--- config.mk ---
export PLATFORM = sky130hd
export DESIGN_NAME = multi_period_frequency_counter
export DESIGN_NICKNAME = d
export VERILOG_FILES = /design/src/hdl/mpfc_pkg.sv /design/src/hdl/mpfc_divider.sv /design/src/hdl/multi_period_frequency_counter.sv
export VERILOG_INCLUDE_DIRS = /design/src /design/src/hdl
export SDC_FILE = /design/constraint.sdc
export NUM_CORES = 2
export LEC_CHECK = 0
export BUFFER_PORTS_ARGS = -buffer_cell sky130_fd_sc_hd__buf_4
export CAP_MARGIN = 10
export CORE_UTILIZATION = 30
export DETAILED_ROUTE_END_ITERATION = 6
export HOLD_SLACK_MARGIN = 0.12
export PLACE_DENSITY_LB_ADDON = 0.25
export SLEW_MARGIN = 40
export SYNTH_ARGS = -nofsm -noshare
export SYNTH_HDL_FRONTEND = slang
export SYNTH_SLANG_ARGS = --single-unit
--- constraint.sdc ---
create_clock -name i_clk -period 9.7 [get_ports i_clk]
set_input_delay 0 -clock i_clk [delete_from_list [all_inputs] [get_ports i_clk]]
set_output_delay 0 -clock i_clk [all_outputs]
set_load 0.03 [all_outputs]
--- src/hdl/multi_period_frequency_counter_assert.svh ---
// assertion macros for the multi-period frequency counter
// included by the rtl files that carry concurrent assertions; no other dependencies
`ifndef MULTI_PERIOD_FREQUENCY_COUNTER_ASSERT_SVH
`define MULTI_PERIOD_FREQUENCY_COUNTER_ASSERT_SVH
`ifndef ASSERT_OFF
// same-cycle implication
`define MPFC_ASSERT_IMP(lbl, clk, rst_n, ante, cons, msg) \
    lbl: assert property (@(posedge clk) disable iff (!rst_n) (ante) |-> (cons)) \
        else $error(msg);
// next-cycle implication
`define MPFC_ASSERT_NXT(lbl, clk, rst_n, ante, cons, msg) \
    lbl: assert property (@(posedge clk) disable iff (!rst_n) (ante) |=> (cons)) \
        else $error(msg);
`else
`define MPFC_ASSERT_IMP(lbl, clk, rst_n, ante, cons, msg)
`define MPFC_ASSERT_NXT(lbl, clk, rst_n, ante, cons, msg)
`endif
`endif

--- src/hdl/mpfc_pkg.sv ---
// shared types and constants of the multi-period frequency counter
// no dependencies; used by the divider and the top level
package mpfc_pkg;

    // field and register widths
    localparam int EDGE_W           = 16;
    localparam int TB_W             = 28;
    localparam int MILLI_W          = 10;
    localparam int PROD_W           = TB_W + EDGE_W;
    localparam int NUM_W            = PROD_W + MILLI_W;
    localparam int ELAPSED_BITS_DEF = 32;
    localparam int RES_W            = 32;
    localparam int APB_AW           = 3;
    localparam int APB_DW           = 32;

    // constants
    localparam logic [MILLI_W-1:0] MILLI       = 10'd1000;
    localparam logic [EDGE_W-1:0]  EDGES_RESET = 16'd50;
    localparam logic [TB_W-1:0]    TB_RESET    = 28'd1000000;

    // register index codes
    localparam logic REG_EDGES = 1'b0;
    localparam logic REG_TB    = 1'b1;

    // measurement phase codes
    localparam logic [1:0] PH_IDLE    = 2'd0;
    localparam logic [1:0] PH_PENDING = 2'd1;
    localparam logic [1:0] PH_RUNNING = 2'd2;

    // input transaction
    typedef struct packed {
        logic tick;
        logic edge_req;
        logic start_req;
    } t_in_item;

    // output transaction
    typedef struct packed {
        logic [1:0]       phase;
        logic             done_res;
        logic [RES_W-1:0] elapsed_result;
        logic [RES_W-1:0] freq_millihz;
        logic             elapsed_saturated;
    } t_out_item;

    // divider status
    typedef struct packed {
        logic busy;
        logic done;
    } t_div_status;

endpackage

--- src/hdl/mpfc_divider.sv ---
// restoring radix-2 divider, one quotient bit per cycle
// depends on mpfc_pkg for the status struct and default widths
module mpfc_divider #(
    parameter int NUM_W = mpfc_pkg::NUM_W,
    parameter int DEN_W = mpfc_pkg::ELAPSED_BITS_DEF
) (
    input  logic                  i_clk,
    input  logic                  i_rst_n,
    input  logic                  i_start,
    input  logic [NUM_W-1:0]      i_num,
    input  logic [DEN_W-1:0]      i_den,
    output mpfc_pkg::t_div_status o_status,
    output logic [NUM_W-1:0]      o_quot
);
    import mpfc_pkg::*;

    localparam int CNT_W = $clog2(NUM_W);
    localparam logic [CNT_W-1:0] LAST = CNT_W'(NUM_W - 1);

    logic             r_busy;
    logic             r_done;
    logic [CNT_W-1:0] r_cnt;
    logic [DEN_W-1:0] r_rem;
    logic [NUM_W-1:0] r_quot;
    logic [DEN_W-1:0] r_den;

    logic [DEN_W+1:0] trial;
    logic [DEN_W:0]   rem_sh;
    logic [DEN_W-1:0] n_rem;
    logic [NUM_W-1:0] n_quot;

    // one shift-subtract step
    always_comb begin
        rem_sh = {r_rem, r_quot[NUM_W-1]};
        trial  = {1'b0, rem_sh} - {2'b00, r_den};
        if (!trial[DEN_W+1]) begin
            n_rem  = trial[DEN_W-1:0];
            n_quot = {r_quot[NUM_W-2:0], 1'b1};
        end else begin
            n_rem  = rem_sh[DEN_W-1:0];
            n_quot = {r_quot[NUM_W-2:0], 1'b0};
        end
    end

    // iteration control
    always_ff @(posedge i_clk) begin
        if (!i_rst_n) begin
            r_busy <= 1'b0;
            r_done <= 1'b0;
            r_cnt  <= '0;
        end else begin
            r_done <= r_busy && !i_start && (r_cnt == LAST);
            if (i_start) begin
                r_busy <= 1'b1;
                r_cnt  <= '0;
            end else if (r_busy) begin
                r_cnt <= r_cnt + 1'b1;
                if (r_cnt == LAST) begin
                    r_busy <= 1'b0;
                end
            end
        end
    end

    // datapath registers
    always_ff @(posedge i_clk) begin
        if (i_start) begin
            r_rem  <= '0;
            r_quot <= i_num;
            r_den  <= i_den;
        end else if (r_busy) begin
            r_rem  <= n_rem;
            r_quot <= n_quot;
        end
    end

    assign o_status.busy = r_busy;
    assign o_status.done = r_done;
    assign o_quot        = r_quot;

endmodule

--- src/hdl/multi_period_frequency_counter.sv ---
// multi-period frequency counter: one result transaction per input transaction.
// an item that does not end a measurement gives its result in the cycle after acceptance.
// an item that ends a measurement passes two multiply steps, then the bit-serial
// divider, then the output write; no input is taken meanwhile. synchronous
// active-low reset clears control and measurement state and loads register defaults.
// depends on mpfc_pkg, mpfc_divider and multi_period_frequency_counter_assert.svh
`include "multi_period_frequency_counter_assert.svh"
module multi_period_frequency_counter #(
    parameter int ELAPSED_BITS = mpfc_pkg::ELAPSED_BITS_DEF
) (
    input  logic                          i_clk,
    input  logic                          i_rst_n,
    // input channel
    input  logic                          i_in_valid,
    output logic                          o_in_stall,
    input  mpfc_pkg::t_in_item            i_in_data,
    // output channel
    output logic                          o_out_valid,
    input  logic                          i_out_stall,
    output mpfc_pkg::t_out_item           o_out_data,
    // configuration port
    input  logic                          psel,
    input  logic                          penable,
    input  logic                          pwrite,
    input  logic [mpfc_pkg::APB_AW-1:0]   paddr,
    input  logic [mpfc_pkg::APB_DW-1:0]   pwdata,
    output logic [mpfc_pkg::APB_DW-1:0]   prdata,
    output logic                          pready
);
    import mpfc_pkg::*;

    localparam int EXT_W = (ELAPSED_BITS > RES_W) ? ELAPSED_BITS : RES_W;

    typedef enum logic [3:0] {
        S_IDLE  = 4'b0001,
        S_MUL   = 4'b0010,
        S_SCALE = 4'b0100,
        S_DIV   = 4'b1000
    } t_state;

    t_state                  r_state;
    logic [EDGE_W-1:0]       r_edges_cfg;
    logic [TB_W-1:0]         r_tb_hz;
    logic [1:0]              r_phase;
    logic [EDGE_W-1:0]       r_edge_count;
    logic [ELAPSED_BITS-1:0] r_elapsed;
    logic                    r_sat;
    logic [RES_W-1:0]        r_last_elapsed;
    logic [RES_W-1:0]        r_last_freq;
    logic                    r_last_sat;
    logic [1:0]              r_hold_phase;
    logic [PROD_W-1:0]       r_prod;
    logic                    r_out_valid;
    t_out_item               r_out_data;

    logic [1:0]              n_phase;
    logic [EDGE_W-1:0]       n_edge_count;
    logic [ELAPSED_BITS-1:0] n_elapsed;
    logic                    n_sat;
    logic                    n_out_valid;
    logic                    fin;
    logic [EDGE_W:0]         edge_next;
    logic [EDGE_W:0]         edge_target;
    logic [EDGE_W-1:0]       edges_eff;
    logic                    in_accept;
    logic                    out_take;
    logic                    cfg_wr;

    t_div_status             div_st;
    logic                    div_start;
    logic [NUM_W-1:0]        div_num;
    logic [NUM_W-1:0]        div_quot;

    logic [EXT_W-1:0]        elapsed_ext;
    logic                    over32;
    logic [RES_W-1:0]        fin_elapsed;
    logic [RES_W-1:0]        fin_freq;
    logic                    fin_sat;

    // handshakes
    assign out_take    = r_out_valid && !i_out_stall;
    assign o_in_stall  = !((r_state == S_IDLE) && (!r_out_valid || !i_out_stall));
    assign in_accept   = i_in_valid && !o_in_stall;
    assign o_out_valid = r_out_valid;
    assign o_out_data  = r_out_data;

    // configuration port
    assign pready = 1'b1;
    assign cfg_wr = psel && penable && pwrite;

    always_comb begin
        unique case (paddr[2])
            REG_EDGES: prdata = APB_DW'(r_edges_cfg);
            REG_TB:    prdata = APB_DW'(r_tb_hz);
            default:   prdata = '0;
        endcase
    end

    always_ff @(posedge i_clk) begin
        if (!i_rst_n) begin
            r_edges_cfg <= EDGES_RESET;
            r_tb_hz     <= TB_RESET;
        end else if (cfg_wr) begin
            unique case (paddr[2])
                REG_EDGES: r_edges_cfg <= pwdata[EDGE_W-1:0];
                REG_TB:    r_tb_hz     <= pwdata[TB_W-1:0];
                default:   ;
            endcase
        end
    end

    // zero edge setting counts as one
    assign edges_eff = (r_edges_cfg == '0) ? EDGE_W'(1) : r_edges_cfg;

    // per-transaction phase update: tick, then edge, then start
    always_comb begin
        n_phase      = r_phase;
        n_edge_count = r_edge_count;
        n_elapsed    = r_elapsed;
        n_sat        = r_sat;
        fin          = 1'b0;
        edge_next    = {1'b0, r_edge_count} + 1'b1;
        edge_target  = {1'b0, edges_eff};
        if (i_in_data.tick && r_phase == PH_RUNNING) begin
            if (r_elapsed == '1) begin
                n_sat = 1'b1;
            end else begin
                n_elapsed = r_elapsed + 1'b1;
            end
        end
        if (i_in_data.edge_req) begin
            if (r_phase == PH_PENDING) begin
                n_elapsed    = '0;
                n_edge_count = '0;
                n_sat        = 1'b0;
                n_phase      = PH_RUNNING;
            end else if (r_phase == PH_RUNNING) begin
                if (edge_next >= edge_target) begin
                    fin     = 1'b1;
                    n_phase = PH_IDLE;
                end else begin
                    n_edge_count = edge_next[EDGE_W-1:0];
                end
            end
        end
        if (n_phase != PH_PENDING && n_phase != PH_RUNNING) begin
            n_phase = PH_IDLE;
        end
        if (i_in_data.start_req) begin
            n_phase = PH_PENDING;
        end
    end

    // output slot: cleared when taken, set when a result is written
    always_comb begin
        n_out_valid = r_out_valid;
        if (out_take) begin
            n_out_valid = 1'b0;
        end
        if ((r_state == S_IDLE && in_accept && !fin) || (r_state == S_DIV && div_st.done)) begin
            n_out_valid = 1'b1;
        end
    end

    // divider: numerator scaled to millihertz, divisor is the tick count
    assign div_start = (r_state == S_SCALE);
    assign div_num   = NUM_W'(r_prod) * NUM_W'(MILLI);

    mpfc_divider #(
        .NUM_W (NUM_W),
        .DEN_W (ELAPSED_BITS)
    ) u_div (
        .i_clk    (i_clk),
        .i_rst_n  (i_rst_n),
        .i_start  (div_start),
        .i_num    (div_num),
        .i_den    (r_elapsed),
        .o_status (div_st),
        .o_quot   (div_quot)
    );

    // result saturation
    always_comb begin
        elapsed_ext = EXT_W'(r_elapsed);
        over32      = (elapsed_ext > EXT_W'({RES_W{1'b1}}));
        fin_elapsed = over32 ? '1 : elapsed_ext[RES_W-1:0];
        fin_sat     = r_sat || over32;
        if (r_elapsed == '0 || (|div_quot[NUM_W-1:RES_W])) begin
            fin_freq = '1;
        end else begin
            fin_freq = div_quot[RES_W-1:0];
        end
    end

    // sequencer and measurement state
    always_ff @(posedge i_clk) begin
        if (!i_rst_n) begin
            r_state        <= S_IDLE;
            r_phase        <= PH_IDLE;
            r_edge_count   <= '0;
            r_elapsed      <= '0;
            r_sat          <= 1'b0;
            r_last_elapsed <= '0;
            r_last_freq    <= '0;
            r_last_sat     <= 1'b0;
            r_out_valid    <= 1'b0;
        end else begin
            r_out_valid <= n_out_valid;
            unique case (r_state)
                S_IDLE: begin
                    if (in_accept) begin
                        r_phase      <= n_phase;
                        r_edge_count <= n_edge_count;
                        r_elapsed    <= n_elapsed;
                        r_sat        <= n_sat;
                        if (fin) begin
                            r_state <= S_MUL;
                        end
                    end
                end
                S_MUL: begin
                    r_state <= S_SCALE;
                end
                S_SCALE: begin
                    r_state <= S_DIV;
                end
                S_DIV: begin
                    if (div_st.done) begin
                        r_last_elapsed <= fin_elapsed;
                        r_last_freq    <= fin_freq;
                        r_last_sat     <= fin_sat;
                        r_state        <= S_IDLE;
                    end
                end
                default: r_state <= S_IDLE;
            endcase
        end
    end

    // payload registers
    always_ff @(posedge i_clk) begin
        if (r_state == S_IDLE && in_accept) begin
            r_hold_phase <= n_phase;
            if (!fin) begin
                r_out_data.phase             <= n_phase;
                r_out_data.done_res          <= 1'b0;
                r_out_data.elapsed_result    <= r_last_elapsed;
                r_out_data.freq_millihz      <= r_last_freq;
                r_out_data.elapsed_saturated <= r_last_sat;
            end
        end else if (r_state == S_DIV && div_st.done) begin
            r_out_data.phase             <= r_hold_phase;
            r_out_data.done_res          <= 1'b1;
            r_out_data.elapsed_result    <= fin_elapsed;
            r_out_data.freq_millihz      <= fin_freq;
            r_out_data.elapsed_saturated <= fin_sat;
        end
        if (r_state == S_MUL) begin
            r_prod <= PROD_W'(r_tb_hz) * PROD_W'(edges_eff);
        end
    end

    // checks
    `MPFC_ASSERT_IMP(a_busy_stalls, i_clk, i_rst_n, r_state != S_IDLE, o_in_stall,
                     "busy but not stalled")
    `MPFC_ASSERT_NXT(a_fin_starts, i_clk, i_rst_n, in_accept && fin, r_state == S_MUL,
                     "finish not started")
    `MPFC_ASSERT_IMP(a_div_done_state, i_clk, i_rst_n, div_st.done, r_state == S_DIV,
                     "stray divider done")
    `MPFC_ASSERT_IMP(a_full_stalls, i_clk, i_rst_n, r_out_valid && i_out_stall, o_in_stall,
                     "input taken over full output")
    `MPFC_ASSERT_NXT(a_done_out, i_clk, i_rst_n, r_state == S_DIV && div_st.done,
                     r_out_valid && r_out_data.done_res, "done result missing")

endmodule
=== After elaboration in Yosys (flattened, before gate mapping) ===
Index checks and enable logic that the tools add are counted.

* Bits in registers: 405
* Input bits: 45
* Output and inout bits: 103
* Word-level logic and storage cells: 127

* Add/subtract/negate cells: 4
* Mux-type cells: 41
* $mul: 2
* Reductions and logical operators: 36
* Order comparisons: 2
* Eq/ne operators: 15
* Bitwise operators: 2

{| class="wikitable"
|+ Operator list
! operator !! count
|-
| 32-bit 2-to-1 mux || 7
|-
| 68-bit 2-to-1 mux || 3
|-
| 54-bit 2-to-1 mux || 2
|-
| 16-bit 2-to-1 mux || 4
|-
| 32-bit case mux with 2 select lines || 1
|-
| 44-bit by 7-bit multiplier with 51-bit output (second input constant) || 1
|-
| 28-bit by 16-bit multiplier with 44-bit output || 1
|-
| 33-bit by 32-bit subtractor with 34-bit output || 1
|-
| 32-bit by 1-bit adder with 32-bit output (second input constant) || 1
|-
| 32-bit == test (second input constant) || 1
|-
| 32-bit greater-than comparator (second input constant) || 1
|-
| 32-bit zero test || 1
|-
| 22-bit OR reduction || 1
|-
| 16-bit by 1-bit adder with 17-bit output (second input constant) || 1
|-
| 17-bit by 16-bit >= comparator with 1-bit output || 1
|-
| 16-bit zero test || 1
|-
| 4-bit case mux with 4 select lines || 1
|-
| 1-bit 2-to-1 mux || 14
|-
| 1-bit logical AND || 12
|-
| 2-bit 2-to-1 mux || 6
|-
| 4-bit 2-to-1 mux || 3
|-
| 2-bit != test (second input constant) || 5
|-
| 2-bit AND reduction || 5
|-
| 2-bit nonzero test || 4
|-
| other kinds (15) || 24
|}

=== Depth between registers and ports, before layout ===
* Word-level depth: 13
* Gate-level depth with buffers: 25
* Gate-level depth less buffers: 23

=== By module ===
From an unflattened synthesis, not the netlist that was laid out.

* Cells, all modules: 4,402
* Area total of the unflattened synthesis: 40,523.9 µm²

{| class="wikitable"
|+ Modules (own cells, without submodules)
! module !! area an instance (µm²) !! instances !! sequential area each (µm²) !! cells each
|-
| multi_period_frequency_counter || 33,604.7 || 1 || 6,726.5 || 3,770
|-
| mpfc_divider || 6,919.1 || 1 || 3,383.2 || 632
|}

=== Worst setup path before layout ===
OpenSTA, ideal clock, no wires.

* Path type: flip-flop to flip-flop
* Start point: reg r_edges_cfg[1]
* End point: reg r_prod[43] (data pin)
* Period minus slack after synthesis: 6,379 ps
* Path slack: 3,321 ps
* Setup time: 260 ps
* Cell stages (with the launch flop): 24
* Arrival time: 6,119 ps
* Buffers on the path: 3
* Cell sequence: dfxtp_1 > clkbuf_1 > clkbuf_1 > nand2_1 > fa_1 > fa_1 > fa_1 > inv_1 > fa_1 > fa_1 > inv_1 > fa_1 > inv_1 > ha_1 > clkbuf_1 > a21oi_1 > o21ai_0 > a211oi_1 > a31oi_1 > o31ai_1 > o2111a_1 > o31ai_1 > a21oi_1 > xnor2_1

* Word-level cells in the longest chain between the ends: 3

{| class="wikitable"
|+ Ends and longest elaborated chain
! what !! line !! RTL
|-
| start: declaration || multi_period_frequency_counter.sv:42 || <nowiki>logic [EDGE_W-1:0] r_edges_cfg;</nowiki>
|-
| start signal: assignment || multi_period_frequency_counter.sv:105 || <nowiki>REG_EDGES: r_edges_cfg <= pwdata[EDGE_W-1:0];</nowiki>
|-
| 16-bit zero test || multi_period_frequency_counter.sv:113 || <nowiki>assign edges_eff = (r_edges_cfg == '0) ? EDGE_W'(1) : r_edges_cfg;</nowiki>
|-
| 16-bit 2-to-1 mux (*) || multi_period_frequency_counter.sv:113 ||
|-
| 28-bit by 16-bit multiplier with 44-bit output (*) || multi_period_frequency_counter.sv:259 || <nowiki>r_prod <= PROD_W'(r_tb_hz) * PROD_W'(edges_eff);</nowiki>
|-
| end signal: assignment || multi_period_frequency_counter.sv:259 ||
|-
| end: declaration || multi_period_frequency_counter.sv:52 || <nowiki>logic [PROD_W-1:0] r_prod;</nowiki>
|}

Every way passes the cells marked *; elsewhere a longest branch is shown, timed or not.
A chain may end at the register's enable or synchronous reset.

=== Final worst setup path ===
* Start point: reg r_edges_cfg[7]
* End point: reg r_prod[43] (data pin)

Same word-level chain as after synthesis.

==> impl_metrics.prom <==
# TYPE chip_impl_metric gauge
chip_impl_info{name="worst_setup_path_end_kind",value="flop"} 1
chip_impl_metric{name="wirelength",unit="mm"} 102
chip_impl_info{name="cts-root-buf",value="clkbuf_16"} 1
chip_impl_metric{name="sequential_cell_area",unit="um^2"} 10100
chip_impl_metric{name="cts_num_sinks",unit=""} 405
chip_impl_info{name="status",value="finished, final reports clean"} 1
chip_impl_metric{name="grt.overflow.total",unit=""} 0
chip_impl_metric{name="dr.first_iter.drc_count",unit=""} 1773
chip_impl_metric{name="placement.io_buffers",unit=""} 136
chip_impl_metric{name="first_global_vias",unit=""} 30800
chip_impl_metric{name="final_core_util",unit=""} 0.341
chip_impl_info{name="hold_end",value="r_edges_cfg[0]"} 1
chip_impl_metric{name="drive_gt1_frac",unit=""} 0.0721
chip_impl_metric{name="ant_nets",unit=""} 0
chip_impl_metric{name="pwr-share-seq",unit=""} 0.399
chip_impl_metric{name="gpl.final_weighted_congestion",unit=""} 0.831
chip_impl_metric{name="report.final.hold_viol_count",unit=""} 0
chip_impl_info{name="ff_to_ff_end",value="r_prod[43]"} 1
chip_impl_metric{name="vias",unit=""} 30000
chip_impl_metric{name="setup_viol",unit=""} 0
chip_impl_metric{name="io_pins",unit=""} 148
chip_impl_info{name="final_common_cell",value="nand2_1"} 1
chip_impl_info{name="hp-class",value="in -> reg"} 1
chip_impl_metric{name="die-width",unit="um"} 366
chip_impl_metric{name="cp_data_required_time",unit="ns"} 10.07
chip_impl_metric{name="synth-seq-cells",unit=""} 405
chip_impl_metric{name="max_cap_viol_count",unit=""} 0
chip_impl_metric{name="drc_errors",unit=""} 0
chip_impl_metric{name="max_slew_margin",unit=""} 0.414
chip_impl_metric{name="synthesis.yosys.warnings",unit=""} 0
chip_impl_metric{name="fmaxAchievable",unit="GHz"} 0.136
chip_impl_metric{name="synth_seq_area_share",unit=""} 0.254
chip_impl_metric{name="power.share.clock",unit=""} 0.400
chip_impl_metric{name="post_drt_wl_per_cell",unit="um"} 16.6
chip_impl_metric{name="clkLatencyLatePin",unit="ns"} 0.63
chip_impl_metric{name="initial_core_util",unit=""} 0.302
chip_impl_metric{name="worst-r2r-setup-slack",unit="ns"} 2.37
chip_impl_metric{name="tightest_slew",unit="ns"} 0.877
chip_impl_metric{name="cts.reportedPaths.clkPinSlew",unit="ns"} 0.06
chip_impl_metric{name="maximum_number_of_pins_on_one_net_before_global_route_repair",unit=""} 78
chip_impl_metric{name="layout_min_cycle_time",unit="ns"} 7.33
chip_impl_metric{name="slew_violations",unit=""} 0
chip_impl_metric{name="dieArea",unit="um^2"} 134000
chip_impl_info{name="layout_common_cells",value="nand2_1 (686), fa_1 (529), inv_1 (488)"} 1
chip_impl_metric{name="layout.filler_cells",unit=""} 13600
chip_impl_metric{name="post-layout-total-power",unit="mW"} 4.81
chip_impl_info{name="most_common_flop_cell_mapped_by_yosys",value="dfxtp_1"} 1
chip_impl_metric{name="synthToLayoutAreaGrowth",unit="%"} 12.9
chip_impl_metric{name="groute.layer.met1.usage",unit=""} 0.218
chip_impl_metric{name="placeableCoreArea",unit="um^2"} 131000
chip_impl_metric{name="worst-path-max-fanout",unit=""} 11
chip_impl_metric{name="die_h",unit="um"} 366
chip_impl_metric{name="p_leak",unit="nW"} 19.1
chip_impl_metric{name="power-per-cell-area",unit="nW/um^2"} 107
chip_impl_info{name="rsz0062_at_grt",value="no"} 1
chip_impl_metric{name="cts.repair.resized",unit=""} 0
chip_impl_metric{name="placement.cell_area",unit="um^2"} 42400
chip_impl_metric{name="globalRouteTotalUtil",unit=""} 0.153
chip_impl_metric{name="grt_first_pass_wirelength",unit="mm"} 167
chip_impl_metric{name="timing.reg2reg.worst_path_depth",unit=""} 23
chip_impl_metric{name="vdd_ir_drop_max",unit="uV"} 131
chip_impl_metric{name="cts_inserted_buffers",unit=""} 49
chip_impl_metric{name="m3_gr_usage",unit=""} 0.0178
chip_impl_metric{name="synth.lib_cells_used.distinct",unit=""} 82
chip_impl_metric{name="ctsLongestPathBuffers",unit=""} 3
chip_impl_info{name="worst-setup-path-type",value="reg -> reg"} 1
chip_impl_metric{name="power_switching_share",unit=""} 0.301
chip_impl_metric{name="met2_usage",unit=""} 0.248
chip_impl_metric{name="p_switching",unit="mW"} 1.45
chip_impl_info{name="reg2reg_from",value="r_edges_cfg[7]"} 1
chip_impl_metric{name="synth_enable_flop_cells",unit=""} 197
chip_impl_metric{name="diodes",unit=""} 0
chip_impl_metric{name="synth_area",unit="um^2"} 39700
chip_impl_metric{name="nets",unit=""} 5211
chip_impl_metric{name="layout.cell_area.non_filler",unit="um^2"} 44800
chip_impl_metric{name="setup_tns",unit="ns"} 0
chip_impl_metric{name="synthesis.instances",unit=""} 4297
chip_impl_metric{name="timing.clock.skew",unit="ns"} 0.0220
chip_impl_metric{name="timing.critical_path.arrival",unit="ns"} 7.70
chip_impl_metric{name="syn-mean-instance-area",unit="um^2"} 9.24
chip_impl_info{name="hold_path.startpoint",value="pwdata[0]"} 1
chip_impl_metric{name="htree_num_levels",unit=""} 2
chip_impl_metric{name="multiInputGateArea",unit="um^2"} 26800
chip_impl_metric{name="timing.hold.worst_path_depth",unit=""} 4
chip_impl_info{name="most_crowded_layer_after_global_routing",value="met2"} 1
chip_impl_metric{name="internal-power",unit="mW"} 3.36
chip_impl_metric{name="drt-pass1-iter-count",unit=""} 5
chip_impl_metric{name="power.combinational.fraction",unit=""} 0.201
chip_impl_metric{name="synth_async_sr_flop_share",unit=""} 0
chip_impl_info{name="cts_tree",value="done"} 1
chip_impl_metric{name="grt_antenna_before_repair",unit=""} 1
chip_impl_metric{name="place_hpwl",unit="mm"} 77.2
chip_impl_metric{name="period_utilization",unit=""} 0.756
chip_impl_metric{name="detail_route.vias_per_cell",unit=""} 4.88
chip_impl_metric{name="num_rows",unit=""} 133
chip_impl_info{name="cp_launch_type",value="flop"} 1
[worst max-delay path by stage]
stage	start	to	slack (ns)	cells after the start
finish	r_edges_cfg[7]	r_prod[43]	2.37	23
global route	r_edges_cfg[2]	r_prod[43]	2.00	21
CTS	r_edges_cfg[7]	r_prod[43]	2.31	23
detailed placement	r_edges_cfg[7]	r_prod[43]	2.35	23
global placement	r_edges_cfg[7]	r_prod[43]	2.09	23
floorplan	r_edges_cfg[1]	r_prod[43]	3.32	23
[cell families (layout without fill, tap and decap cells)]
logic type	count (synthesis)	in the layout	synth area share
fa+ha+maj	810	810	0.355
mux	20	20	0.00508
flops	405	405	0.254
buf+inv	744	841	0.0716
other cells	2	5	0.000189
simple gates	1382	1382	0.161
compound gates	805	805	0.124
xor+xnor	129	129	0.0285
[worst max-delay path: stages, from the launching register on]
cell and delay [ns]:
dfxtp_1 0.72, buf_4 0.31, nand2_1 0.10, fa_1 0.56
inv_1 0.05, fa_1 0.50, inv_1 0.06, fa_1 0.53
inv_1 0.05, fa_1 0.47, fa_1 0.51, inv_1 0.05
fa_1 0.47, inv_1 0.04, ha_1 0.37, a21oi_1 0.17
o21ai_0 0.15, a211oi_1 0.45, a31oi_1 0.25, o31ai_2 0.61
o2111a_1 0.27, o31ai_1 0.10, a21oi_1 0.19, xnor2_1 0.09
[power groups by stage]
stage	Sequential, mW	Combinational, mW	Clock, mW
6_report	1.92	0.968	1.92
5_1_grt	1.92	1.09	2.05
4_1_cts	1.92	0.979	1.98
3_5_place_dp	1.96	0.956	0
3_3_place_gp	1.95	0.952	0
2_1_floorplan	1.99	0.648	0
[registers in the layout (all words and copies together) (netlist names), 2 cells and up]
| name | flops |
|---|---|
| elapsed_ext | 32 |
| o_out_data | 68 |
| r_edge_count | 16 |
| r_edges_cfg | 16 |
| r_hold_phase | 2 |
| r_last_elapsed | 32 |
| r_last_freq | 32 |
| r_phase | 2 |
| r_prod | 44 |
| r_state | 4 |
| r_tb_hz | 28 |
| u_div.o_quot | 54 |
| u_div.r_cnt | 6 |
| u_div.r_den | 32 |
| u_div.r_rem | 32 |
[metal layers]
layer	wire, um	vias to the layer above	share of wire
met4	1610	0	0.016
li1	-	14300	-
met2	47000	572	0.46
met5	0	-	0
met1	49000	15000	0.48
met3	4170	106	0.041
[metrics by stage]
stage | hold slack [ns] | instances | setup WS (ns)
global placement | 0.216 | 5986 | 2.09
detailed placement | 0.221 | 5986 | 2.35
floorplan | 0.124 | 4300 | 3.32
CTS | 0.149 | 6151 | 2.31
global route | 0.180 | 6152 | 2.00
finish | 0.180 | 6152 | 2.37
[area by class of cell]
type	count	area share
Clock inverter	23	0.00648
Inverter	492	0.0413
Timing Repair Buffer	257	0.0475
Tap cell	1755	0.0490
Sequential cell	405	0.225
Multi-Input combinational cell	3151	0.599
Clock buffer	69	0.0311
[synth_stat cells, drive strengths merged, types with 63 or more instances]
cell | number | area share
and2 | 206 | 0.032
ha | 281 | 0.089
nor2 | 199 | 0.019
nand2 | 686 | 0.065
xor2 | 63 | 0.014
inv | 492 | 0.047
fa | 529 | 0.27
clkbuf | 229 | 0.022
edfxtp | 197 | 0.15
dfxtp | 208 | 0.10
nand3 | 92 | 0.012
a21oi | 273 | 0.034
o21ai | 223 | 0.028
xnor2 | 66 | 0.015
[timing repair]
item	CTS	global route
buffers inserted	0	0
hold buffers	73	0
hold endpoints to repair	105	0
Power figures use the tool's default switching activity.
